$ cat src/hdl/pib_ram.sv
module pib_ram #(
   parameter int WIDTH = 32,
   parameter int DEPTH = 64
) (
   input  logic                     clock,
   input  logic                     wr_en,
   input  logic [$clog2(DEPTH)-1:0] wr_addr,
   input  logic [WIDTH-1:0]         wr_data,
   input  logic [$clog2(DEPTH)-1:0] rd_addr,
   output logic [WIDTH-1:0]         rd_data
);

   logic [WIDTH-1:0] mem [DEPTH];

   always_ff @(posedge clock) begin
      if (wr_en) begin
         mem[wr_addr] <= wr_data;
      end
      rd_data <= mem[rd_addr];
   end

endmodule

$ cat config.mk
export PLATFORM = sky130hd
export DESIGN_NAME = pib_ram
export DESIGN_NICKNAME = d
export VERILOG_FILES = /design/src/hdl/pib_ram.sv
export SDC_FILE = /design/constraint.sdc
export NUM_CORES = 2
export LEC_CHECK = 0
export ABC_AREA = 1
export BUFFER_PORTS_ARGS = -buffer_cell sky130_fd_sc_hd__buf_2
export CAP_MARGIN = 20
export CORE_MARGIN = 5
export CORE_UTILIZATION = 40
export CTS_CLUSTER_DIAMETER = 200
export CTS_CLUSTER_SIZE = 14
export DETAILED_ROUTE_END_ITERATION = 12
export SLEW_MARGIN = 20
export SYNTH_ARGS = -nofsm -noshare
export SYNTH_HDL_FRONTEND = slang
export SYNTH_SLANG_ARGS = --single-unit
$ cat constraint.sdc
create_clock -name clock -period 5.3 [get_ports clock]
set_input_delay 0 -clock clock [delete_from_list [all_inputs] [get_ports clock]]
set_output_delay 0 -clock clock [all_outputs]
set_load 0.1 [all_outputs]
Yosys cells after proc, flatten, opt, wreduce, memory -nomap -nowiden
Memory sizes are Yosys's and may differ from the RTL's. A register that Yosys moved wholly into a read port is not among the register bits.
Index checks and enable logic that the tools add are counted.
{"block": "word_totals", "mem_bits_ro": 0, "output_inout_bits": 32, "mem_bits_rw": 2048, "latch_bits": 0, "register_bits": 0, "mem_count": 1, "wordCells": 3, "in_bits": 46}
{"block": "classes", "div": 0, "magnitude_cmp": 0, "n_mux": 2, "shift": 0, "addsub": 0, "eq_ne": 0, "bitwise": 0, "n_mul": 0, "n_reduce_logical": 0}
{"name": "mem", "words": 64, "width": 32, "rd": 1, "rd_clocked_by_memory_dff": 1, "write_ports": 1, "line_no": "13", "text": "logic [WIDTH-1:0] mem [DEPTH];"}
{"operator": "2-to-1 mux 1 bit", "n": 2}

Depth between registers and ports, before layout
{"block": "logic_depth", "word_depth": 2, "depth_mapped": 13, "depth_no_buf": 9}

Least setup slack after synthesis
No wires, ideal clock.
{"block": "synth_path", "path_type": "input port to flip-flop", "start": "input port wr_en", "end": "memory mem[48][0] (enable)", "setup_time_ps": 502, "path_buffers": 1, "stages": 3, "path_slack_ps": 1170, "arrival_time_ps": 3628, "required_ps": 4798, "path_cell_list": "clkbuf_1 nand4_1 nor4_1"}
{"block": "synth_via", "elab_chain_cells": 2}
{"item": "start: declaration", "line_no": "6", "text": "input logic wr_en,"}
{"item": "2-to-1 mux 1 bit", "line_no": "16", "text": "if (wr_en) begin"}
{"item": "2-to-1 mux 1 bit (not written as such)", "line_no": "17", "text": "mem[wr_addr] <= wr_data;"}
{"item": "end: declaration", "line_no": "13"}
No other way between the ends.

==> reports/results.ini <==
[timing]
relSlewSlack_pct = 20.8
worst_slew_pin_slew_ns = 1.19
setup_ws_ns = 2.33
hold_ws_ns = 0.0893
final_hold_viol_count = 0
fmax_mhz = 337
drv_slew = 0
setup_viol = 0
rsz0062_at_grt = false
fin_skew_ns = 0.0269
fin_crit_ns = 2.97
fin_setup_tns_ns = 0
fin_crit_sh_pct = 56.0

[status]
status = finished clean

[worst_setup_path]
critPathMaxStageDelay_ns = 0.71
required_ns = 6.05
worst_ep_arrival_time_ns = 3.72
crit_fanout = 98
crit_path_cell_trace = dlygate4sd3_1, buf_8, inv_8, buf_4, buf_4, nand3_1, nand3_1, nand3_1, nand2_1, nand2_1, nand2_1
crit_path_end_kind = flip-flop
crit_type = in -> reg
cp-start-kind = primary input
cp_slowest_cell = inv_8

[yosys]
synth_seq_cells = 2080
synth_cells = 6769
syn_avg_cell_area_um2 = 12.2
syn-num-nets = 6815
seq_area_frac_synth_pct = 75.1
synth_top_area_cell = edfxtp_1
yosysWarningCount = 0
synthTopCellsByArea = edfxtp_1 74%, nand3_1 12%, nand2_1 10%
yosysTopAreaCellShare_pct = 74.3
netlist-cell-type-count = 16
synth_area_um2 = 82700

[placement]
place_area_um2 = 86200
dp.cells = 9244
io_buffers = 77
dp_slack_ns = 1.99
dp_hpwl_um = 128000
routabilityCongestion = 0.816

[power]
ir_drop_v = 0.000359
powerDensity_nw_per_um2 = 354
p_leak_nw = 31.5
power_mw = 32.4

[routing]
drc = 0
wirelength_um = 247000
detail_route.wl_per_cell_um = 25.7
drt_first_pass_iters = 6
via_per_inst = 5.62
drtAntennaViolNets = 0
drt_iter0_markers = 6914
vias = 53800

[global_route]
grt_pass1_wl_um = 356000
grt_overflow = 0
grt_pass1_vias = 50500
grt_max_degree = 218
antenna_found_initial = 28
grtUsageTotal_pct = 22.2

[run]
drv_cap = 0

[cts]
clock-root-buffer = clkbuf_16
post-cts-setup-buffers = 0
cts_inserted_buffers = 166
cts_max_level = 4
clock_latency_ns = 0.84
cts.sinks = 2080
cts_resized = 0
clkTransAtPathRegs_ns = 0.07
cts_buffer_depth = 3
cts_tree = built

[layout]
fillers = 18700
fin_area_um2 = 91500
utilization_pct = 44.3
finalNetCount = 6793
area_growth_pct = 10.5
drive_gt1_share_pct = 6.89
stdcell_count = 9578

[worst_hold_path]
min_path_type = in -> reg

[floorplanning]
dieWidth_um = 465
fp-row-count = 167
die_height_um = 465
core-area_um2 = 206000
io_pins = 78
die_area_um2 = 216000
initial_utilization_pct = 40.1

worst max-delay path: cells and delay by family:
kind / cells / cell delay, ns
and+or+nand+nor: 6 / 1.06
buffers and inverters: 5 / 2.51
report_power, final:
part           switching (mW)  internal, mW  leakage [nW]
sequential              0.107          18.2          18.7
combinational            1.87         0.500          10.5
clock                    5.76          5.95          2.29
total                    7.74          24.6          31.5
routing by layer:
metal | wire (um) | vias to the layer above | track usage, %
li1 | - | 24000 | -
met1 | 104000 | 26900 | 31.8
met2 | 114000 | 2481 | 34.9
met3 | 20400 | 367 | 3.53
met4 | 8280 | 12 | 7.23
met5 | 86 | - | 0
registers in the layout (all words and copies together), names as in the netlist:
name     flops
mem       2048
rd_data     32
synthesized netlist by cell type (all sizes together):
master / number
dfxtp: 32
nor2: 56
inv: 12
nand3: 1907
nand2: 2248
nand4: 9
buf: 372
edfxtp: 2048
nor4: 8
clkbuf: 77
area by class of cell:
cell class | count | area [um2] | area share (%)
multi-input combinational | 4228 | 18800 | 20.5
clock inverter | 13 | 216 | 0.237
sequential | 2080 | 62100 | 67.9
timing repair buffer | 259 | 2250 | 2.46
tap | 2704 | 3380 | 3.70
antenna | 22 | 55.1 | 0.0602
inverter | 12 | 81.3 | 0.0889
clock buffer | 260 | 4570 | 5.00
cell families (layout without fill, tap and decap cells):
logic type	after synthesis	count (layout)	synth area share, %
buffers and inverters	461	544	2.78
DFF	2080	2080	75.1
other	0	22	0
and+or+nand+nor	4228	4228	22.1
placed cells by master (no fill, tap or decap):
| cell type | Yosys | layout |
|---|---|---|
| clkinv_4 | 0 | 1 |
| dfxtp_1 | 32 | 32 |
| inv_6 | 0 | 5 |
| nand4_1 | 9 | 9 |
| buf_2 | 282 | 72 |
| nor4_2 | 0 | 8 |
| inv_1 | 9 | 6 |
| nand3_1 | 1907 | 1907 |
| nor2_4 | 0 | 56 |
| buf_12 | 0 | 27 |
| inv_2 | 2 | 2 |
| buf_16 | 0 | 1 |
| diode_2 | 0 | 22 |
| buf_8 | 2 | 3 |
| clkbuf_1 | 77 | 91 |
| inv_16 | 0 | 5 |
| buf_4 | 45 | 116 |
| clkinv_8 | 0 | 2 |
| dlygate4sd3_1 | 0 | 39 |
| inv_8 | 0 | 2 |
| clkbuf_16 | 0 | 169 |
| edfxtp_1 | 2048 | 2048 |
| buf_6 | 3 | 1 |
| clkinv_16 | 0 | 2 |
| nand2_1 | 2248 | 2248 |
worst paths after layout:
| check | cells after the start | endpoint | from | slack (ns) |
|---|---|---|---|---|
| setup reg to reg | 8 | rd_data[16] | mem[39][16] | 3.37 |
| hold / removal | 3 | mem[49][29] | wr_addr[2] | 0.09 |
| hold reg to reg | 8 | rd_data[22] | mem[14][22] | 0.82 |
| setup / recovery | 11 | rd_data[7] | rd_addr[2] | 2.33 |
what timing repair did:
action	in CTS	in global routing
hold buffers	39	0
hold endpoints to repair	2084	0
setup endpoints to repair	0	0
Power figures use the tool's default switching activity.
