### src/hdl/pib_pkg.sv
package pib_pkg;

   localparam int unsigned MAX_WIN = 64;
   localparam int unsigned SLOT_BITS = 6;

   localparam logic [2:0] CSR_SHORT_WINDOW = 3'd0;
   localparam logic [2:0] CSR_LONG_WINDOW = 3'd1;
   localparam logic [2:0] CSR_RSI_WINDOW = 3'd2;
   localparam logic [2:0] CSR_FAST_PERIOD = 3'd3;
   localparam logic [2:0] CSR_SLOW_PERIOD = 3'd4;
   localparam logic [2:0] CSR_SIGNAL_PERIOD = 3'd5;

   localparam logic [14:0] RSI_FULL = 15'd25600;
   localparam logic [16:0] ONE_Q16 = 17'd65536;
   localparam logic [17:0] ALPHA_NUM = 18'd131072;
   localparam logic [5:0] DIV_STEPS = 6'd56;
   localparam logic [5:0] MUL_STEPS = 6'd17;

   typedef struct packed {
      logic [31:0] price;
      logic        series_start;
   } req_type;

   typedef struct packed {
      logic [31:0]        avg_short;
      logic               avg_short_valid;
      logic [31:0]        avg_long;
      logic               avg_long_valid;
      logic [14:0]        rsi_value;
      logic               rsi_valid;
      logic signed [31:0] macd_value;
      logic               macd_valid;
      logic signed [31:0] signal_value;
      logic               signal_valid;
   } rsp_type;

   typedef enum logic [4:0] {
      S_IDLE, S_PREV, S_SCAN, S_SMA_S, S_W_SHORT, S_W_LONG, S_W_RSIM, S_W_RSID,
      S_EMA, S_W_SEED, S_W_ALPHA, S_W_MX, S_W_MA, S_MACD, S_OUT
   } state_type;

   typedef enum logic [1:0] {
      SEL_FAST, SEL_SLOW, SEL_SIGNAL
   } ema_sel_type;

   typedef enum logic {
      OP_DIV, OP_MUL
   } arith_op_type;

   typedef struct packed {
      logic               go;
      arith_op_type       op;
      logic               keep_acc;
      logic signed [59:0] opa;
      logic [39:0]        opb;
   } arith_cmd_type;

   typedef struct packed {
      logic               done;
      logic [55:0]        quo;
      logic signed [59:0] acc;
   } arith_rsp_type;

   function automatic logic [6:0] eff_len(input logic [6:0] v);
      logic [6:0] r;
      if (v == 7'd0) begin
         r = 7'd1;
      end else if (v > 7'(MAX_WIN)) begin
         r = 7'(MAX_WIN);
      end else begin
         r = v;
      end
      return r;
   endfunction

endpackage

### src/hdl/pib_arith.sv
module pib_arith (
   input  logic                   clock,
   input  logic                   reset,
   input  pib_pkg::arith_cmd_type cmd,
   output pib_pkg::arith_rsp_type rsp
);
   import pib_pkg::*;

   logic               busy_ff, busy_in, done_ff, done_in;
   arith_op_type       op_ff, op_in;
   logic [5:0]         cnt_ff, cnt_in, last;
   logic [39:0]        rem_ff, rem_in, den_ff, den_in;
   logic [55:0]        quo_ff, quo_in;
   logic signed [59:0] mcand_ff, mcand_in, acc_ff, acc_in;
   logic [16:0]        bits_ff, bits_in;
   logic [40:0]        trial;

   always_comb begin
      busy_in = busy_ff;
      done_in = 1'b0;
      op_in = op_ff;
      cnt_in = cnt_ff;
      rem_in = rem_ff;
      den_in = den_ff;
      quo_in = quo_ff;
      mcand_in = mcand_ff;
      acc_in = acc_ff;
      bits_in = bits_ff;
      trial = {rem_ff, quo_ff[55]};
      last = (op_ff == OP_DIV) ? DIV_STEPS - 6'd1 : MUL_STEPS - 6'd1;
      if (cmd.go) begin
         op_in = cmd.op;
         busy_in = 1'b1;
         cnt_in = '0;
         rem_in = '0;
         quo_in = cmd.opa[55:0];
         den_in = cmd.opb;
         mcand_in = cmd.opa;
         bits_in = cmd.opb[16:0];
         if (!cmd.keep_acc) begin
            acc_in = '0;
         end
      end else if (busy_ff) begin
         unique case (op_ff)
            OP_DIV: begin
               if (trial >= {1'b0, den_ff}) begin
                  rem_in = 40'(trial - {1'b0, den_ff});
                  quo_in = {quo_ff[54:0], 1'b1};
               end else begin
                  rem_in = trial[39:0];
                  quo_in = {quo_ff[54:0], 1'b0};
               end
            end
            OP_MUL: begin
               if (bits_ff[0]) begin
                  acc_in = acc_ff + mcand_ff;
               end
               mcand_in = mcand_ff <<< 1;
               bits_in = bits_ff >> 1;
            end
         endcase
         cnt_in = cnt_ff + 6'd1;
         if (cnt_ff == last) begin
            busy_in = 1'b0;
            done_in = 1'b1;
         end
      end
   end

   always_ff @(posedge clock) begin
      if (reset) begin
         busy_ff <= 1'b0;
         done_ff <= 1'b0;
         op_ff <= OP_DIV;
         cnt_ff <= '0;
      end else begin
         busy_ff <= busy_in;
         done_ff <= done_in;
         op_ff <= op_in;
         cnt_ff <= cnt_in;
      end
   end

   always_ff @(posedge clock) begin
      rem_ff <= rem_in;
      den_ff <= den_in;
      quo_ff <= quo_in;
      mcand_ff <= mcand_in;
      acc_ff <= acc_in;
      bits_ff <= bits_in;
   end

   assign rsp.done = done_ff;
   assign rsp.quo = quo_ff;
   assign rsp.acc = acc_ff;

   a_no_go_while_busy: assert property (@(posedge clock) disable iff (reset)
      cmd.go |-> !busy_ff) else $error("arith unit started while busy");
   a_done_after_busy: assert property (@(posedge clock) disable iff (reset)
      done_ff |-> $past(busy_ff)) else $error("arith unit done without work");
   a_count_bound: assert property (@(posedge clock) disable iff (reset)
      busy_ff |-> (cnt_ff <= last)) else $error("arith unit step count overran");

endmodule

### config.mk
export PLATFORM = sky130hd
export DESIGN_NAME = pib_arith
export DESIGN_NICKNAME = d
export VERILOG_FILES = /design/src/hdl/pib_pkg.sv /design/src/hdl/pib_arith.sv
export SDC_FILE = /design/constraint.sdc
export NUM_CORES = 1
export LEC_CHECK = 0
export BUFFER_PORTS_ARGS = -buffer_cell sky130_fd_sc_hd__buf_2
export CORE_ASPECT_RATIO = 0.6
export CORE_MARGIN = 2
export CORE_UTILIZATION = 60
export CTS_BUF_LIST = sky130_fd_sc_hd__clkbuf_4 sky130_fd_sc_hd__clkbuf_8
export DETAILED_ROUTE_END_ITERATION = 8
export PLACE_DENSITY = 0.83
export SETUP_SLACK_MARGIN = 0.02
export SYNTH_ARGS = -nofsm -noshare
export SYNTH_HDL_FRONTEND = slang
export SYNTH_SLANG_ARGS = --single-unit
export TNS_END_PERCENT = 5
### constraint.sdc
create_clock -name clock -period 6.29 [get_ports clock]
set_clock_uncertainty 0.2 [all_clocks]
set_input_delay 1.258 -clock clock [delete_from_list [all_inputs] [get_ports clock]]
set_output_delay 1.258 -clock clock [all_outputs]
set_load 0.05 [all_outputs]
* Yosys cells after proc, flatten, opt, wreduce, memory -nomap -nowiden
Index checks and enable logic that the tools add are counted.
Storage, ports and cells: input bits 105, output and inout bits 117, register bits 282
Cells by class: reduce and logical (&&, ||, !) cells 9, $lt $le $gt $ge 1, bitwise operators 2, equal/unequal tests 3, $add $sub $neg 3, mux-type cells 21
Operators with widths (number):
- 60-bit two-way mux | 8
- 56-bit two-way mux | 3
- 60-bit adder | 1
- 17-bit two-way mux | 3
- 41-bit by 40-bit >= comparator with 1-bit output | 1
- 40-bit two-way mux | 1
- 40-bit subtractor | 1
- 6-bit by 1-bit adder with 6-bit output (second input constant) | 1
- 6-bit == test | 1
- 6-bit two-way mux | 1
- 2-bit AND reduction | 3
- 2-bit nonzero test | 3
- 1-bit two-way mux | 5
- 2-bit != test (second input constant) | 2
- 4-bit AND reduction | 1
- 3-bit OR reduction | 1
- 1-bit NOT | 2
- 2-bit OR reduction | 1

* Longest topological paths before layout
depth after elaboration 5, mapped depth 15

* Worst setup path before layout
Ideal clock, no wire load.
path type input-to-reg, start in cmd[102] in the netlist's numbering, end reg acc_ff[0] (enable), library setup time 0.415 ns, stages on the path 4, data required time 5.675 ns, arrival time 4.958 ns, path slack 0.717 ns, buffers on the path 2, cells stage by stage clkbuf_1 > buf_1 > a21o_1 > o211a_1
Between the ends: word-level cells in the longest chain between the ends 2
RTL lines:
- from (decl) | RTL line pib_arith.sv:4 | input pib_pkg::arith_cmd_type cmd,
- 2-bit != test (no line) / 2-bit nonzero test (equally long branches)
- 4-bit AND reduction (no line) *
- to (signal assigned) | RTL line pib_arith.sv:89 | acc_ff <= acc_in;
- to (decl) | RTL line pib_arith.sv:14 | logic signed [59:0] mcand_ff, mcand_in, acc_ff, acc_in;
Mark *: on every way between the ends. The rest lies on a longest branch, timed or not. A chain may end at the register's enable or synchronous reset.

* Worst setup path after layout
start reg mcand_ff[15], end reg acc_ff[56] (data pin)
Between the ends: word-level cells in the longest chain between the ends 5
RTL lines:
- from (decl) | RTL line pib_arith.sv:14
- from (signal assigned) | RTL line pib_arith.sv:88 | mcand_ff <= mcand_in;
- 60-bit adder | RTL line pib_arith.sv:56 | acc_in = acc_ff + mcand_ff;
- 60-bit two-way mux | RTL line pib_arith.sv:55 | if (bits_ff[0]) begin
- 60-bit two-way mux | RTL line pib_arith.sv:44 | unique case (op_ff)
- 60-bit two-way mux | RTL line pib_arith.sv:43 | end else if (busy_ff) begin
- 60-bit two-way mux | RTL line pib_arith.sv:31 | if (cmd.go) begin
No other way between the ends. The select of a mux whose other input is x is not followed.

==> results by group <==
Run status
  – Run status: finished, final reports clean

Setup path
  – Cell repeated most along the worst path: nor2_1
  – CP Capture Point: acc_ff[56]
  – Startpoint Class: flip-flop
  – Cell count along the critical path: 11
  – Worst reg2reg path depth: 11
  – FF-to-FF End: acc_ff[56]
  – Critical path cell sequence: ha_1 -> o21ai_0 -> a211oi_1 -> nor2_1 -> or3_1 -> a21oi_1 -> o21ai_1 -> o41a_1 -> o31ai_1 -> xnor2_1 -> nor2_1
  – Slowest stage cell, crit path: o41a_1
  – CP max FO: 8
  – Crit-path max cell delay: roughly 0.50 ns
  – Critical path endpoint category: flip-flop
  – Worst R2R Start: mcand_ff[15]
  – Worst R2R Setup Slack: approximately 2.2 ns
  – Worst EP arrival: just over 4 ns
  – Buf/Inv on CP: 0
  – Critical path type: reg2reg
  – Delay-heaviest family, CP: compound AO/OA/AOI/OAI gates
  – Crit path launch: mcand_ff[15]
  – Worst EP required: approximately 6.4 ns

Synthesis
  – Synth Flop Type: edfxtp_1
  – #FFs+latches synth: around 280
  – Seq/Total Area, Yosys: between 40% and 50%
  – Post-synth ARST share: 0%
  – Post-synth EDFFs: ~230
  – Syn Inst Count: approximately 1.7k
  – Ys Warns: 0
  – Synth Cell Area: between 0.015 and 0.02 mm^2
  – Post-Syn Nets: about 1.9k
  – Mean Syn Cell Area: around 9.8 um^2
  – Cell variety after synth: between 70 and 80

Power
  – Sequential fraction of design power: ~43%
  – Switching share of power: between 30% and 40%
  – Total power: between 5 and 6 mW
  – Peak supply drop: approximately 0.00019 V
  – Lkg Pwr: just over 8 nW
  – Logic pwr share: between 20 and 30%
  – Clock power frac: a little under a third
  – Int Pwr: 3.58 mW
  – Switch Pwr: 1.83 mW
  – Pwr dens: 289 mW/mm^2

Timing
  – TNS Setup: 0 ns
  – Worst Tran Pin Value: around 1.1 ns
  – RSZ-0062 raised after global routing: false
  – Final setup vio count: 0
  – Final worst path period need: 4.05 ns
  – Max Slew Vio Count: 0
  – Slew headroom: between 20% and 30%
  – Max Fclk: approximately 0.25 GHz
  – Hold WS: 0.281 ns
  – Period Utilization, post-route: 64.4%
  – Number of hold violations in the final report: 0

Die
  – IO Count: 222
  – Cell row count: 46
  – Core area: between 0.02 and 0.03 mm^2
  – Die Span Y: 132 um
  – Starting density of the core: 61.7%
  – Die W: 218 um
  – Die area: between 0.02 and 0.03 mm^2

Clock tree
  – CTS root buf: clkbuf_8
  – Clock latency on the worst-skew pair: 0.59 ns
  – Post-CTS Setup Repair Bufs: 0
  – CTS tree: built
  – H-tree levels: 2
  – TritonCTS buffer count: 42
  – CTS clk-pin slew, worst paths: ~0.06 ns
  – Hold buffer count at CTS: 0
  – CTS max path bufs: 3
  – Post-CTS sizing: 0
  – CTS Sinks: approximately 280

Global route
  – Gr usage total: approximately 29%
  – Gr ovfl total: 0
  – Initial antenna violation count: 0
  – First-pass GRT wire length: ~68 mm
  – Number of global-route vias before repair: roughly 13k
  – Pin count of the biggest net entering global routing: 153

Route
  – Pre-Repair DR Iteration Count: 6
  – Vias: between 10k and 15k
  – Post-DR wirelength/cell: approximately 19 um
  – DRT Wirelength: approximately 43 mm
  – Vias per cell: 6.04
  – Final ANT Viol Nets: 0
  – # DRC: 0
  – Starting DRT DRC Count: around 1.7k

Final layout
  – Most frequent cells in the layout: edfxtp_1, buf_2, o21ai_0
  – Commonest non-fill, non-tap cell in the layout: edfxtp_1
  – Syn-to-layout area delta: 13.7%
  – Fillers: 2024
  – Layout cells sized above 1: a little under a fifth
  – Final #Nets: about 2.1k
  – Area of the multi-input gates: 0.00757 mm^2
  – Diodes inserted: 0
  – FF+latch area: 0.00798 mm^2

Placed design
  – Port Buffers: 221
  – Post-DP HPWL: between 30 and 40 mm
  – Gpl congestion: 0.965

Job
  – Max_cap viols: 0

Hold path
  – Hold WC Path Type: reg2reg
[per-stage QoR]
step / worst slack, ns / cell area (um^2) / util, % / instances
after floorplan: 0.717 / 16500 / - / 1681
after global placement: 2.40 / 17800 / 66.8 / 2196
after detailed placement: 2.34 / 17800 / 66.8 / 2196
after CTS: 2.30 / 18700 / 70.1 / 2271
after global routing: 2.10 / 18700 / 70.1 / 2271
final: 2.24 / 18700 / 70.1 / 2271
[logic make-up (layout without fill, tap and decap cells)]
family	Yosys count	in the layout	share of synthesized area, %
and+or+nand+nor	412	412	11.3
buffers and inverters	251	481	5.87
AOI/OAI and AO/OA	486	486	18.1
xor gates and xnor gates	95	95	5.05
DFF	282	282	48.4
muxes	53	53	3.41
adders and majority gates	102	102	7.83
[routing by layer]
layer | share of wire, % | track usage (%)
met1 | 46 | 45.9
met2 | 40 | 40.4
met3 | 12 | 7.34
met4 | 2.4 | 8.35
met5 | 0 | 0
[worst min path at each step]
| stage | cells after the start | end | slack, ns | startpoint |
|---|---|---|---|---|
| finish | 2 | rem_ff[3] | 0.28 | rem_ff[3] |
| global route | 2 | rem_ff[3] | 0.31 | rem_ff[3] |
| detailed placement | 2 | rem_ff[3] | 0.27 | rem_ff[3] |
| global placement | 2 | rem_ff[7] | 0.27 | rem_ff[7] |
| CTS | 2 | rem_ff[3] | 0.28 | rem_ff[3] |
| floorplan | 2 | rem_ff[10] | 0.25 | rem_ff[10] |
[synthesized netlist by cell type, types with 3 or more instances]
cell	count	area [um^2]
nor2b_1	10	62.6
and2_1	8	50.1
buf_4	3	22.5
clkbuf_1	61	229
o21a_1	10	75.1
nor4_1	7	43.8
a21o_1	44	330
or2_2	8	50.1
nand2b_1	10	62.6
dfxtp_1	49	981
a221o_1	5	50.1
a2111oi_0	3	26.3
buf_2	5	25.0
or3_1	5	31.3
ha_1	100	1250
nor2_1	109	409
a311o_1	3	30.0
xor2_1	45	394
o21ai_1	3	15.0
a31oi_1	11	68.8
o221ai_1	6	52.6
edfxtp_1	233	7000
a41o_1	3	30.0
a32oi_1	12	105
a221oi_1	3	26.3
nand3_1	21	105
xnor2_1	50	438
inv_1	179	672
o21ai_0	201	1010
nand4_1	22	138
a21oi_1	116	581
mux2i_1	28	280
nand2_1	167	627
and3_1	12	75.1
o211ai_1	3	22.5
a211oi_1	7	52.6
o21bai_1	20	150
a22o_1	3	26.3
mux2_2	25	282
nor3_1	21	105
o31ai_1	5	37.5
[state kept, by name, summed over array words and instances (netlist names)]
| name | count |
|---|---|
| op_ff | 1 |
| busy_ff | 1 |
| acc_ff | 60 |
| done_ff | 1 |
| rem_ff | 40 |
| quo_ff | 56 |
| bits_ff | 17 |
| mcand_ff | 60 |
| cnt_ff | 6 |
| den_ff | 40 |
[cell type report]
| type | count | area share, % |
|---|---|---|
| well taps | 360 | 2.40 |
| clock buffers | 57 | 3.79 |
| repair buffers | 227 | 6.27 |
| clock inverters | 18 | 0.962 |
| multi-input cells | 1148 | 40.4 |
| inverters | 179 | 3.59 |
| flip-flops and latches | 282 | 42.6 |
[worst reg2reg max path, delay by kind of cell (launching register included)]
kind | cells | cell delay [ns]
flip-flops | 1 | 0.44
AO/OA/AOI/OAI | 6 | 1.98
XOR/XNOR | 1 | 0.17
adder cells (fa/ha/maj) | 1 | 0.49
AND/OR/NAND/NOR | 3 | 0.48
[power by group through the flow]
stage | Sequential (mW) | Combinational, mW | Clock (mW)
finish | 2.32 | 1.45 | 1.64
detailed placement | 2.35 | 1.41 | 0
floorplan | 2.62 | 0.774 | 0
global route | 2.33 | 1.56 | 1.72
global placement | 2.35 | 1.38 | 0
CTS | 2.32 | 1.42 | 1.66
No activity file was read; power rests on OpenSTA's default activity.
